### src/sv/ree_pkg.sv
// ----------------------------------------------------------------------------
// ree_pkg: shared definitions of the RISC execute stage
// Opcodes, the decoded instruction word and default sizes.
// ----------------------------------------------------------------------------
package ree_pkg;

    localparam int REG_COUNT_DEF = 32;
    localparam int MEM_WORDS_DEF = 2048;

    localparam int IDX_W = 5;
    localparam int OP_W  = 4;

    localparam logic [OP_W-1:0] OP_ADD  = 4'd0;
    localparam logic [OP_W-1:0] OP_SUB  = 4'd1;
    localparam logic [OP_W-1:0] OP_MULI = 4'd2;
    localparam logic [OP_W-1:0] OP_ADDI = 4'd3;
    localparam logic [OP_W-1:0] OP_BNE  = 4'd4;
    localparam logic [OP_W-1:0] OP_ANDI = 4'd5;
    localparam logic [OP_W-1:0] OP_ORI  = 4'd6;
    localparam logic [OP_W-1:0] OP_JMP  = 4'd7;
    localparam logic [OP_W-1:0] OP_SLL  = 4'd8;
    localparam logic [OP_W-1:0] OP_SRL  = 4'd9;
    localparam logic [OP_W-1:0] OP_LW   = 4'd10;
    localparam logic [OP_W-1:0] OP_SW   = 4'd11;

    localparam logic [31:0] PC_KEEP_MASK = 32'hF000_0000;
    localparam logic [31:0] RESULT_NONE  = 32'hFFFF_FFFF;

    // Decoded instruction as it waits in the queue.
    typedef struct packed {
        logic [OP_W-1:0]  op;
        logic             bad;
        logic [IDX_W-1:0] dest;
        logic [IDX_W-1:0] src;
        logic [IDX_W-1:0] bsel;
        logic [4:0]       shamt;
        logic [31:0]      imm;
        logic [27:0]      target;
    } item_t;

endpackage

### src/sv/ree_front.sv
// ----------------------------------------------------------------------------
// ree_front: instruction intake
// Accepts words, decodes them and holds them in a two-entry queue.
// ----------------------------------------------------------------------------
module ree_front import ree_pkg::*; #(
    parameter int REG_COUNT = REG_COUNT_DEF
) (
    input  logic        aclk,
    input  logic        aresetn,
    input  logic        s_tvalid,
    output logic        s_tready,
    input  logic [71:0] s_tdata,
    input  logic        clear_done,
    output logic        q_valid,
    output item_t       q_item,
    input  logic        q_pop
);

    logic [IDX_W-1:0] reg_map [32];
    item_t            dec;
    item_t            q_mem [2];
    logic             wr_ptr_reg, wr_ptr_next;
    logic             rd_ptr_reg, rd_ptr_next;
    logic [1:0]       count_reg, count_next;
    logic             push;

    // Register index folding, worked out at elaboration.
    for (genvar g = 0; g < 32; g++) begin : g_map
        assign reg_map[g] = IDX_W'(g % REG_COUNT);
    end

    // Decode of the incoming word.
    always_comb begin
        dec.op     = s_tdata[3:0];
        dec.bad    = (s_tdata[3:0] > OP_SW);
        dec.dest   = reg_map[s_tdata[8:4]];
        dec.src    = reg_map[s_tdata[13:9]];
        dec.bsel   = (s_tdata[3:0] == OP_ADD || s_tdata[3:0] == OP_SUB) ?
                     reg_map[s_tdata[18:14]] : reg_map[s_tdata[8:4]];
        dec.shamt  = s_tdata[23:19];
        dec.imm    = {{14{s_tdata[41]}}, s_tdata[41:24]};
        dec.target = s_tdata[69:42];
    end

    assign s_tready = clear_done && (count_reg != 2'd2);
    assign push     = s_tvalid && s_tready;
    assign q_valid  = (count_reg != 2'd0);
    assign q_item   = q_mem[rd_ptr_reg];

    // Queue pointers and fill count.
    always_comb begin
        wr_ptr_next = wr_ptr_reg ^ push;
        rd_ptr_next = rd_ptr_reg ^ q_pop;
        count_next  = count_reg + 2'(push) - 2'(q_pop);
    end

    always_ff @(posedge aclk) begin
        if (!aresetn) begin
            wr_ptr_reg <= 1'b0;
            rd_ptr_reg <= 1'b0;
            count_reg  <= 2'd0;
        end else begin
            wr_ptr_reg <= wr_ptr_next;
            rd_ptr_reg <= rd_ptr_next;
            count_reg  <= count_next;
        end
    end

    // Queue storage.
    always_ff @(posedge aclk) begin
        if (push) begin
            q_mem[wr_ptr_reg] <= dec;
        end
    end

endmodule

### config.mk
export PLATFORM = sky130hd
export DESIGN_NAME = ree_front
export DESIGN_NICKNAME = d
export VERILOG_FILES = /design/src/sv/ree_pkg.sv /design/src/sv/ree_front.sv
export SDC_FILE = /design/constraint.sdc
export NUM_CORES = 1
export LEC_CHECK = 0
export BUFFER_PORTS_ARGS = -buffer_cell sky130_fd_sc_hd__buf_4
export CAP_MARGIN = 15
export CORE_ASPECT_RATIO = 1.25
export CORE_MARGIN = 5
export CORE_UTILIZATION = 52
export DETAILED_ROUTE_END_ITERATION = 10
export PLACE_DENSITY = 0.79
export SLEW_MARGIN = 10
export SYNTH_ARGS = -nofsm -noshare
export SYNTH_HDL_FRONTEND = slang
export SYNTH_SLANG_ARGS = --single-unit
### constraint.sdc
create_clock -name aclk -period 3.37 [get_ports aclk]
set_input_delay 0.674 -clock aclk [delete_from_list [all_inputs] [get_ports aclk]]
set_output_delay 0.674 -clock aclk [all_outputs]
set_load 0.01 [all_outputs]
### Yosys cells after proc, flatten, opt, wreduce, memory -nomap -nowiden

Memories as Yosys holds them, arrays and structs flattened. A register that Yosys moved wholly into a read port is not among the register bits.
Cells that the tools add are included.

| word-level totals | value |
|---|---|
| register bits | 4 |
| bits in writable memories | 170 |
| bits in read-only memories | 480 |
| input port bits | 77 |
| output and inout port bits | 87 |
| word-level logic and storage cells | 35 |
| memories | 4 |

| operators by class | value |
|---|---|
| add/sub/neg operators | 2 |
| $lt $le $gt $ge | 4 |
| equality and inequality tests | 2 |
| multiplexer cells | 10 |
| bitwise gates (word level) | 5 |
| reductions and logical operators | 5 |

Memory list:

| name | depth | bits a word | read ports | clocked after Yosys merged registers in | wr ports | line | source |
|---|---|---|---|---|---|---|---|
| q_mem | 2 | 85 | 1 | 1 | 1 | ree_front.sv:21 | `item_t q_mem [2];` |
| (name not given) | 32 | 5 | 1 | 0 | 0 | ree_front.sv:39 | `reg_map[s_tdata[18:14]] : reg_map[s_tdata[8:4]];` |
| (name not given) | 32 | 5 | 1 | 0 | 0 | ree_front.sv:39 |  |
| (name not given) | 32 | 5 | 1 | 0 | 0 | ree_front.sv:37 | `dec.src = reg_map[s_tdata[13:9]];` |

Operator list:

| operator | number |
|---|---|
| $mux W5 | 7 |
| $ge A6 B6 Y1 const B | 3 |
| $not A5 Y6 | 3 |
| $eq A4 B1 Y1 const B | 1 |
| $gt A4 B4 Y1 const B | 1 |
| $logic_not A4 Y1 | 1 |
| $mux W1 | 3 |
| $add A2 B1 Y2 | 1 |
| $logic_and A1 B1 Y1 | 2 |
| $ne A2 B2 Y1 const B | 1 |
| $reduce_bool A2 Y1 | 1 |
| $sub A2 B1 Y2 | 1 |
| $xor A1 B1 Y1 | 2 |
| $logic_or A1 B1 Y1 | 1 |

### Longest topological paths before layout

Gate-level depths: netlist of run 1.

| logic depth | value |
|---|---|
| depth after elaboration | 5 |
| mapped depth | 7 |
| depth with buffers taken out | 7 |

### Least setup slack after synthesis of run 1

No wires, ideal clock.

| path | value |
|---|---|
| path type | input -> register |
| start point | in clear_done |
| end point | mem q_mem[1][0] (netlist name), enable pin |
| setup time | 0.437 ns |
| arrival time | 2.544 ns |
| data required time | 2.933 ns |
| setup slack | 0.389 ns |
| cell stages on the path | 2 |
| path buffers | 0 |
| cell sequence | o211a_1 ha_1 |

| on the way | value |
|---|---|
| word-level cells in the longest chain between the ends | 4 |

RTL lines:

| item | line | source |
|---|---|---|
| from (decl) | ree_front.sv:13 | `input logic clear_done,` |
| $logic_and A1 B1 Y1 | ree_front.sv:45 | `assign s_tready = clear_done && (count_reg != 2'd2);` |
| $logic_and A1 B1 Y1 | ree_front.sv:46 | `assign push = s_tvalid && s_tready;` |
| $mux W1 | ree_front.sv:71 | `if (push) begin` |
| $mux W1 (implied by the code) | ree_front.sv:72 | `q_mem[wr_ptr_reg] <= dec;` |
| to (decl) | ree_front.sv:21 |  |

Every way passes these cells.

==> results of run 1 <==
-- area by class of cell --
| type | count | area [sq um] |
|---|---|---|
| Inverter | 4 | 15.0 |
| Clock inverter | 15 | 189 |
| Sequential cell | 147 | 4370 |
| Fill cell | 695 | 3380 |
| Tap cell | 135 | 169 |
| Clock buffer | 17 | 425 |
| Multi-Input combinational cell | 93 | 1310 |
| Timing Repair Buffer | 166 | 1280 |
-- cells by family after synthesis --
kind of cell | after synthesis
compound gates | 3
mux | 76
buf+inv | 26
xor+xnor | 2
flops | 147
simple gates | 8
fa+ha+maj | 4
-- report_power, final --
group / leakage, uW / internal [uW] / switching (uW)
registers: 0.00134 / 2130 / 43.2
logic: 0.00146 / 382 / 276
clock network: 0.000289 / 1230 / 695
total: 0.00309 / 3740 / 1010
-- cell usage in the layout (no fill, tap or decap) --
master,n
a21boi_0,1
and2_1,4
buf_12,3
buf_4,163
bufinv_16,4
clkbuf_16,17
clkinv_1,4
clkinv_2,1
clkinv_4,2
clkinvlp_4,3
dfxtp_1,4
dfxtp_4,1
edfxtp_1,142
ha_1,2
ha_4,2
inv_1,4
inv_6,1
mux2_2,6
mux2_4,70
nand2_1,1
nor2b_1,2
nor3_4,1
o211a_1,1
o211ai_1,1
xnor3_1,1
xor2_1,1
-- synth_stat cells --
cell and n:
o211ai_1 1, buf_12 7, nor2b_1 2, edfxtp_1 142
inv_1 4, buf_6 1, o211a_1 1, a21boi_0 1
dfxtp_1 5, mux2_4 70, xnor3_1 1, nand2_1 1
mux2_2 6, ha_1 4, buf_4 14, nor3_4 1
xor2_1 1, and2_1 4
-- stage by stage --
step                hold WS [ns]  instances
floorplan                  0.534        266
global placement           0.556        545
detailed placement         0.581        545
CTS                        0.428        577
global route               0.421        577
finish                     0.446        577
-- per-layer routing --
metal,vias up,track usage (%),part of all wire (%)
met2,109,28.9,56
met5,-,0,0
li1,1338,-,-
met4,0,6.72,1.5
met3,13,5.08,6.8
met1,1427,16.4,36
-- how the worst max path moves through the flow --
| stage | start | endpoint | slack [ns] | depth (start not counted) |
|---|---|---|---|---|
| 2_1_floorplan | clear_done | q_mem[1][0] | 0.39 | 2 |
| 3_3_place_gp | flip-flop | q_item[52] | 1.20 | 3 |
| 3_5_place_dp | flip-flop | q_item[52] | 1.18 | 3 |
| 4_1_cts | flip-flop | q_item[52] | 0.74 | 3 |
| 5_1_grt | flip-flop | q_item[55] | 0.66 | 3 |
| 6_report | flip-flop | q_item[48] | 0.77 | 3 |
==> key figures, run 1 <==
Status
  – Outcome: complete, no violations

Pwr
  – Power per Cell Area: between 600 and 700 nW/um^2
  – LEAKAGE: about 0.0031 uW
  – Peak supply drop: between 0.0004 and 0.0005 V
  – Design Power: 4750 uW

Drt
  – Final wirelength: 10500 microns
  – Drt wl/cell: about 18 microns
  – Via density: 5.00
  – First DRT Iteration DRCs: 97
  – Pre-Repair DR Iteration Count: 4
  – Via count: roughly 2900
  – ANT nets after route: 0
  – DRC errors left: 0

Placed design
  – RD Place Congestion: 0.708
  – Placed cell areas: around 7100 sq um
  – Final HPWL DP: around 7000 microns
  – Port Buffers: 161
  – Worst Setup Slack post-DPL: 1.18 ns

Logic synthesis
  – Unique masters post-synth: 18
  – Yosys reg bits: ~150
  – Adder-cell share of the synthesized area: less than 1%
  – Top post-synthesis cells by area: edfxtp_1 72%, mux2_4 18%, buf_12 2.4%, buf_4 1.8%, dfxtp_1 1.7%
  – Post-synth top area share: between 70% and 80%
  – Mux cell area share after synthesis: 18.9%
  – Post-synthesis compound-gate area fraction: 0.423%
  – Yosys warnings: 0
  – Largest family of logic cells by synthesized area: multiplexers
  – Mapped Cells: 266
  – Post-Syn Nets: 347
  – Synth Area in XOR/XNOR: 0.529%
  – Mapped Avg Cell Area: 22.2 sq um
  – Post-synthesis sequential area ratio: 73.7%
  – Simple-Gate Fraction of Synth Area: 0.973%
  – Synthesized area: about 6000 sq um
  – Synth area leader: edfxtp_1

Setup path
  – Worst EP required: around 2.7 ns
  – Worst path top cell family by delay: flip-flops
  – CP Capture Type: output pin
  – Cell Chain, Critical Path: buf_4 > mux2_4 > buf_4
  – Crit path buffers/inverters: 2
  – Max FO, Critical Path: 19
  – WS Path Type: flip-flop to output pin
  – Worst flop-to-flop path startpoint: count_reg[1]
  – R2R depth: 4
  – Reg-to-reg setup timing slack: roughly 1.6 ns
  – Max incr delay on CP: 0.57 ns
  – CP startpoint kind: flip-flop
  – Worst R2R End: q_mem[0][14]
  – CP max-delay cell: dfxtp_4
  – Crit path DAT: 1.92 ns
  – Worst path most repeated cell: buf_4

Layout
  – Largest register FFs: 142
  – Core Util, Final: 69.7%
  – Synth-to-Final Area Change: 31.1%
  – Nets: 510
  – Cell area after layout: 7760 sq um
  – Share of post-route cells with drive strength above 1: 62.0%
  – Diodes inserted: 0

Min path
  – Hold Startpoint: s_tdata[30]
  – Worst hold-check path type: input port to flip-flop
  – Endpoint with the worst hold slack: q_mem[1][34]
  – Cell depth of the worst hold path: 1

Run
  – Max Cap Viol: 0

STA
  – Max Freq: 385 MHz
  – Final Setup Violations: 0
  – Final min period: 2.60 ns
  – Worst rel slew slack: about 74%
  – Worst Skew: 0.00723 ns
  – TNS Setup: 0 ns
  – Unrepaired setup endpoints after global routing: no
  – Final period util: 77.0%
  – Pins over their slew limit: 0
  – Final Hold Violating Endpoints: 0
  – Worst setup margin: 0.774 ns
  – Worst slew pin tran: 0.397 ns

Global routing
  – GRT overflow: 0
  – Gr usage total: 15.7%
  – Antenna violations before repair: 0
  – Largest net degree at the start of global routing: 47
  – Vias in the first global route: between 3000 and 4000
  – Global-route wire length before repair: 15900 microns

CTS
  – TritonCTS clock tree: built
  – Clk slew on worst S/H paths: 0.06 ns
  – Resized cells post-CTS: 0
  – H-Tree Depth: 4
  – Root Buffer: clkbuf_16
  – CTS buffer count: 17
  – Worst skew pair latency: 0.41 ns
  – Clk sinks: around 150
  – Max Root-Sink Buffers: 2
  – Hold buffers post-CTS: 0
  – Postcts setup bufs: 0

Floorplan
  – Number of top-level pins: 164
  – Rows: between 40 and 50
  – Die area: ~14000 sq um
  – Die W: between 100 and 150 microns
  – Core area: 11100 sq um
  – Initial core utilization: a little over half
  – Die Height: 129 microns
Power figures use the tool's default switching activity.
==> run 2, diff against run 1 <==
--- a/config.mk
+++ b/config.mk
@@ -9,9 +9,9 @@
 export CAP_MARGIN = 15
 export CORE_ASPECT_RATIO = 1.25
 export CORE_MARGIN = 5
-export CORE_UTILIZATION = 52
+export CORE_UTILIZATION = 47
 export DETAILED_ROUTE_END_ITERATION = 10
-export PLACE_DENSITY = 0.79
+export PLACE_DENSITY = 0.76
 export SLEW_MARGIN = 10
 export SYNTH_ARGS = -nofsm -noshare
 export SYNTH_HDL_FRONTEND = slang
==> constraint.sdc (replaced) <==
create_clock -name aclk -period 2.3 [get_ports aclk]
set_input_delay 0.46 -clock aclk [delete_from_list [all_inputs] [get_ports aclk]]
set_output_delay 0.46 -clock aclk [all_outputs]
set_load 0.01 [all_outputs]
==> run 2 against run 1 <==
  * Worst setup slack got worse by 0.60 ns
  * Clock skew rose by 0.0033 ns
  * Via count fell by 1.0%
  * Sequential share of layout area fell by 0.29 points
  * Combinational power rose by 52%
  * Worst hold slack got worse by 0.21 ns
  * Count of clock-buffer cells in the layout rose by 1
  * Sequential power rose by 46%
  * Clock power rose by 32%
  * Critical path type unchanged
  * Largest cell class unchanged
  * Largest power group unchanged
==> key figures, run 2 (synthesized netlist as in run 1, its figures left out) <==
STA
  – Unrepaired setup endpoints after global routing: no
  – Final Setup Violations: 0 (unchanged)
  – Final min period: 2.12 ns
  – Pins over their slew limit: 0 (unchanged)
  – TNS Setup: 0 ns (unchanged)
  – Worst setup margin: 0.176 ns (-0.598 ns)
  – Worst slew pin tran: 0.368 ns (-0.0282 ns)
  – Worst Skew: 0.0105 ns (+0.00329 ns)
  – Final Hold Violating Endpoints: 0 (unchanged)
  – Final period util: 92.3%
  – Worst rel slew slack: 75.4% (+1.8 points)
  – Max Freq: roughly 470 MHz

Layout
  – Largest register FFs: 142 (unchanged)
  – Storage cell area: 4370 sq um (unchanged)
  – Most frequent cells in the layout: 163 x buf_4, 142 x edfxtp_1, 70 x mux2_4
  – Fill count: 905 (+30%)
  – Share of post-route cells with drive strength above 1: 62.7% (+0.71 points)
  – Synth-to-Final Area Change: 31.8%
  – Multi-input gate area: 1310 sq um (unchanged)
  – Commonest non-fill, non-tap cell in the layout: buf_4
  – Nets: 513 (+0.59%)
  – Diodes inserted: 0 (unchanged)

Drt
  – DRC errors left: 0 (unchanged)
  – ANT nets after route: 0 (unchanged)
  – Final wirelength: 10500 microns (-0.14%)
  – Via count: 2857 (-1.0%)
  – First DRT Iteration DRCs: 87 (-10%)
  – Drt wl/cell: 17.3 microns (-5.4%)
  – Pre-Repair DR Iteration Count: 4 (unchanged)
  – Via density: 4.69 (-6.2%)

CTS
  – Root Buffer: clkbuf_16
  – Worst skew pair latency: 0.41 ns (about the same)
  – TritonCTS clock tree: built
  – Clk slew on worst S/H paths: 0.06 ns (about the same)
  – Hold buffers post-CTS: 0 (unchanged)
  – H-Tree Depth: 4 (unchanged)
  – Max Root-Sink Buffers: 2 (unchanged)
  – CTS buffer count: 17 (unchanged)
  – Resized cells post-CTS: 0 (unchanged)
  – Postcts setup bufs: 0 (unchanged)
  – Clk sinks: 147 (unchanged)

Setup path
  – Worst EP required: 1.84 ns (-0.86 ns)
  – Max incr delay on CP: 0.39 ns (-0.18 ns)
  – R2R depth: 4 (unchanged)
  – WS Path Type: flip-flop to output pin
  – Worst R2R End: q_mem[0][67]
  – CP max-delay cell: mux2_2
  – Worst flop-to-flop path startpoint: count_reg[1]
  – Max FO, Critical Path: 45 (+26)
  – CP startpoint kind: flip-flop
  – Crit path DAT: 1.66 ns (-0.26 ns)
  – CP Capture Type: output pin
  – Cell Chain, Critical Path: buf_12 > mux2_2 > buf_4
  – Reg-to-reg setup timing slack: 0.62 ns (-0.96 ns)

Global routing
  – Gr usage total: 14.5% (-1.2 points)
  – Antenna violations before repair: 0 (unchanged)
  – GRT overflow: 0 (unchanged)
  – Largest net degree at the start of global routing: 46 (-2.1%)
  – Global-route wire length before repair: 15900 microns (-0.22%)
  – Vias in the first global route: 3138 (+2.2%)

Floorplan
  – Die Height: 135 microns (+4.8%)
  – Core area: 12300 sq um (+10%)
  – Die W: 110 microns (+4.7%)
  – Die area: 15000 sq um (+9.7%)
  – Initial core utilization: 48.2% (-4.9 points)
  – Rows: 45 (+4.7%)
  – Number of top-level pins: 164 (unchanged)

Placed design
  – Worst Setup Slack post-DPL: 0.478 ns (-0.703 ns)
  – Port Buffers: 161 (unchanged)
  – Final HPWL DP: 7400 microns (+3.0%)
  – RD Place Congestion: 0.667 (-5.7%)

Pwr
  – Peak supply drop: 0.000598 V (+36%)
  – Power per Cell Area: 860 nW/um^2 (+40%)
  – Design Power: 6710 uW (+41%)
  – LEAKAGE: 0.00307 uW (-0.58%)

Min path
  – Hold Startpoint: s_tdata[33]
  – Cell depth of the worst hold path: 1 (unchanged)
  – Endpoint with the worst hold slack: q_mem[1][37]
  – Worst hold-check path type: input port to flip-flop

Status
  – Outcome: complete, no violations

Run
  – Max Cap Viol: 0 (unchanged)
==> run 2: how the worst max path moves through the flow <==
stage | slack, ns | to | start
finish | 0.18 | q_item[6] | flip-flop
global route | 0.14 | q_item[6] | flip-flop
CTS | 0.17 | q_item[6] | flip-flop
detailed placement | 0.48 | q_mem[1][10] | clear_done
global placement | 0.52 | q_mem[0][10] | clear_done
floorplan | -0.47 | q_mem[1][0] | clear_done
==> run 2: routing by layer <==
| metal | vias up | GRT usage (%) | share of wire [%] |
|---|---|---|---|
| met5 | - | 0 | 0 |
| met4 | 0 | 6.37 | 1.8 |
| met3 | 14 | 4.20 | 7.5 |
| met2 | 114 | 26.0 | 55 |
| met1 | 1373 | 15.6 | 36 |
| li1 | 1356 | - | - |
==> run 2: worst max-delay path: cells and delay by family, from the launching register on <==
| family | cells | cell delay [ns] |
|---|---|---|
| flops | 1 | 0.37 |
| mux | 1 | 0.39 |
| buf+inv | 2 | 0.43 |
==> run 2: layout make-up <==
class	count	share of cell area (%)
clock buffer	18	5.50
clock inverter	14	1.65
timing repair buffer	169	17.2
tap	164	2.63
multi-input combinational	93	16.8
inverter	4	0.193
sequential	147	56.0
==> run 2: power by group <==
| group | switching, uW | leakage [uW] | internal [uW] | total, uW |
|---|---|---|---|---|
| registers | 45.5 | 0.00134 | 3120 | 3160 |
| clock network | 1050 | 0.000246 | 1490 | 2540 |
| logic | 426 | 0.00148 | 577 | 1000 |
| total | 1520 | 0.00307 | 5190 | 6710 |
==> run 2: metrics by stage <==
| step | utilization [%] | instance area [sq um] | hold slack (ns) | instances |
|---|---|---|---|---|
| 2_1_floorplan | - | 5920 | 0.534 | 266 |
| 3_3_place_gp | 59.0 | 7240 | 0.559 | 577 |
| 3_5_place_dp | 59.0 | 7240 | 0.564 | 577 |
| 4_1_cts | 63.5 | 7800 | 0.211 | 609 |
| 5_1_grt | 63.5 | 7800 | 0.210 | 609 |
| 6_report | 63.5 | 7800 | 0.234 | 609 |
==> run 3, diff against run 2 <==
--- a/config.mk
+++ b/config.mk
@@ -7,11 +7,13 @@
 export LEC_CHECK = 0
 export BUFFER_PORTS_ARGS = -buffer_cell sky130_fd_sc_hd__buf_4
 export CAP_MARGIN = 15
+export CELL_PAD_IN_SITES_DETAIL_PLACEMENT = 1
+export CELL_PAD_IN_SITES_GLOBAL_PLACEMENT = 1
 export CORE_ASPECT_RATIO = 1.25
 export CORE_MARGIN = 5
-export CORE_UTILIZATION = 47
+export CORE_UTILIZATION = 40
 export DETAILED_ROUTE_END_ITERATION = 10
-export PLACE_DENSITY = 0.76
+export PLACE_DENSITY_LB_ADDON = 0.1
 export SLEW_MARGIN = 10
 export SYNTH_ARGS = -nofsm -noshare
 export SYNTH_HDL_FRONTEND = slang
==> run 3 against run 2 <==
  * Combinational power about the same
  * Via count up 1.2%
  * Critical path depth unchanged
  * Critical path type unchanged
==> key figures, run 3 (synthesized netlist as in run 1, its figures left out) <==
Layout
  – Share of post-route cells with drive strength above 1: 62.8% (+0.14 points)
  – Synth-to-Final Area Change: 32.1%
  – Commonest non-fill, non-tap cell in the layout: buf_4
  – Largest register FFs: 142 (unchanged)
  – Storage cell area: 4370 sq um (unchanged)
  – Most frequent cells in the layout: 163 x buf_4, 142 x edfxtp_1, 70 x mux2_4
  – Fill count: 1337 (+48%)
  – Cell Count, Final, Fillers Out: 622 (+2.1%)
  – Nets: 512 (-0.19%)
  – Diodes inserted: 0 (unchanged)
  – Multi-input gate area: 1310 sq um (unchanged)

Setup path
  – Max incr delay on CP: 0.57 ns (+0.18 ns)
  – CP max-delay cell: dfxtp_4
  – Max FO, Critical Path: 21 (-53%)
  – CP Capture Type: output pin
  – CP startpoint kind: flip-flop
  – WS Path Type: flip-flop to output pin
  – Worst path top cell family by delay: flip-flops
  – Crit path DAT: 1.72 ns (+0.06 ns)
  – Crit path buffers/inverters: 2 (unchanged)
  – Cell Chain, Critical Path: buf_12 > mux2_4 > buf_4
  – Worst EP required: 1.84 ns (about the same)

STA
  – Final Setup Violations: 0 (unchanged)
  – Max Freq: 458 MHz (-2.8%)
  – WHS: 0.229 ns (-0.00534 ns)
  – Final period util: 95.0% (+2.6 points)
  – Worst slew pin tran: 0.378 ns (+0.00986 ns)
  – Worst Skew: 0.00762 ns (-0.00290 ns)
  – Final Hold Violating Endpoints: 0 (unchanged)
  – Final min period: 2.18 ns (+0.0608 ns)
  – Pins over their slew limit: 0 (unchanged)
  – Worst rel slew slack: 74.8% (-0.58 points)
  – Unrepaired setup endpoints after global routing: no

Floorplan
  – Die Height: 146 microns (+7.8%)
  – Die W: 119 microns (+7.6%)
  – Die area: 17300 sq um (+16%)
  – Core area: 14500 sq um (+18%)
  – Rows: 49 (+8.9%)
  – Number of top-level pins: 164 (unchanged)
  – Initial core utilization: 40.9% (-7.3 points)

Placed design
  – Port Buffers: 161 (unchanged)
  – Final HPWL DP: 7720 microns (+4.3%)
  – RD Place Congestion: 0.648 (-2.9%)
  – Placed insts: 590 (+2.3%)

Global routing
  – Largest net degree at the start of global routing: 46 (unchanged)
  – Vias in the first global route: 3144 (+0.19%)
  – Antenna violations before repair: 0 (unchanged)
  – GRT overflow: 0 (unchanged)
  – Gr usage total: 13.0% (-1.5 points)
  – Global-route wire length before repair: 17000 microns (+7.1%)

CTS
  – CTS buffer count: 17 (unchanged)
  – TritonCTS clock tree: built
  – Postcts setup bufs: 0 (unchanged)
  – Resized cells post-CTS: 0 (unchanged)
  – Max Root-Sink Buffers: 2 (unchanged)
  – Worst skew pair latency: 0.41 ns (about the same)
  – H-Tree Depth: 4 (unchanged)
  – Root Buffer: clkbuf_16
  – Hold buffers post-CTS: 0 (unchanged)
  – Clk slew on worst S/H paths: 0.06 ns (about the same)
  – Clk sinks: 147 (unchanged)

Drt
  – DRC errors left: 0 (unchanged)
  – Final wirelength: 11200 microns (+6.5%)
  – Drt wl/cell: 18.0 microns (+4.3%)
  – Highest routed layer: met4
  – Metal-1 WL: 3960 microns (+5.4%)
  – Met3 WL post-DR: 986 microns (+25%)
  – ANT nets after route: 0 (unchanged)
  – Met2 WL post-DR: 6120 microns (+5.5%)
  – Via density: 4.65 (-0.92%)
  – Pre-Repair DR Iteration Count: 4 (unchanged)
  – First DRT Iteration DRCs: 110 (+26%)
  – Via count: 2891 (+1.2%)

Pwr
  – LEAKAGE: 0.00309 uW (+0.79%)
  – Power per Cell Area: 873 nW/um^2 (+1.4%)
  – Peak supply drop: 0.000517 V (-14%)

Min path
  – Worst hold-check path type: input port to flip-flop

Run
  – Max Cap Viol: 0 (unchanged)

Status
  – Outcome: complete, no violations
## run 3: cell types whose count changed in the layout (fill, tap and decap cells not counted), sizes merged
cell and change:
buf -1, clkbuf -1, bufinv +1, clkinv +5, clkinvlp -5
## run 3: final timing paths
| check | start | endpoint | slack [ns] | cells after the start |
|---|---|---|---|---|
| worst min register to register | rd_ptr_reg | flip-flop | 0.57 | 2 |
| worst max-delay path | flip-flop | q_item[16] | 0.12 | 3 |
| worst max register to register | count_reg[1] | q_mem[1][78] | 0.74 | 4 |
| worst min-delay path | s_tdata[12] | q_mem[0][73] | 0.23 | 1 |
## run 3: per-stage QoR
step / util [%] / area [sq um] / power, uW / setup TNS, ns / worst slack, ns
global placement: 50.0 / 7240 / 4210 / 0 / 0.512
floorplan: - / 5920 / 3820 / -66.34 / -0.467
detailed placement: 50.0 / 7240 / 4240 / 0 / 0.513
finish: 54.0 / 7820 / 6820 / 0 / 0.116
CTS: 54.0 / 7820 / 6930 / 0 / 0.0562
global route: 54.0 / 7820 / 7130 / 0 / 0.0226
## run 3: cell type report
cell class	count	share of cell area, %
inverters	4	0.192
multi-input cells	93	16.7
clock buffers	17	5.44
well taps	178	2.85
clock inverters	15	1.97
flip-flops and latches	147	55.9
repair buffers	168	16.9
## run 3: worst register-to-register path, cell delays in order (launching register included)
cell     delay [ns]
dfxtp_1        0.32
inv_1          0.09
o211a_1        0.26
ha_4           0.18
buf_4          0.34
## run 3: where the power goes
group	internal [uW]	switching, uW	leakage [uW]	total (uW)
Combinational	569	410	0.00147	979
Sequential	3120	60.1	0.00134	3180
Clock	1600	1060	0.000278	2660
## run 3: layer usage
layer	track usage, %	vias to the layer above
li1	-	1352
met1	13.3	1428
met2	23.0	100
met3	6.38	11
met4	4.87	0
met5	0	-
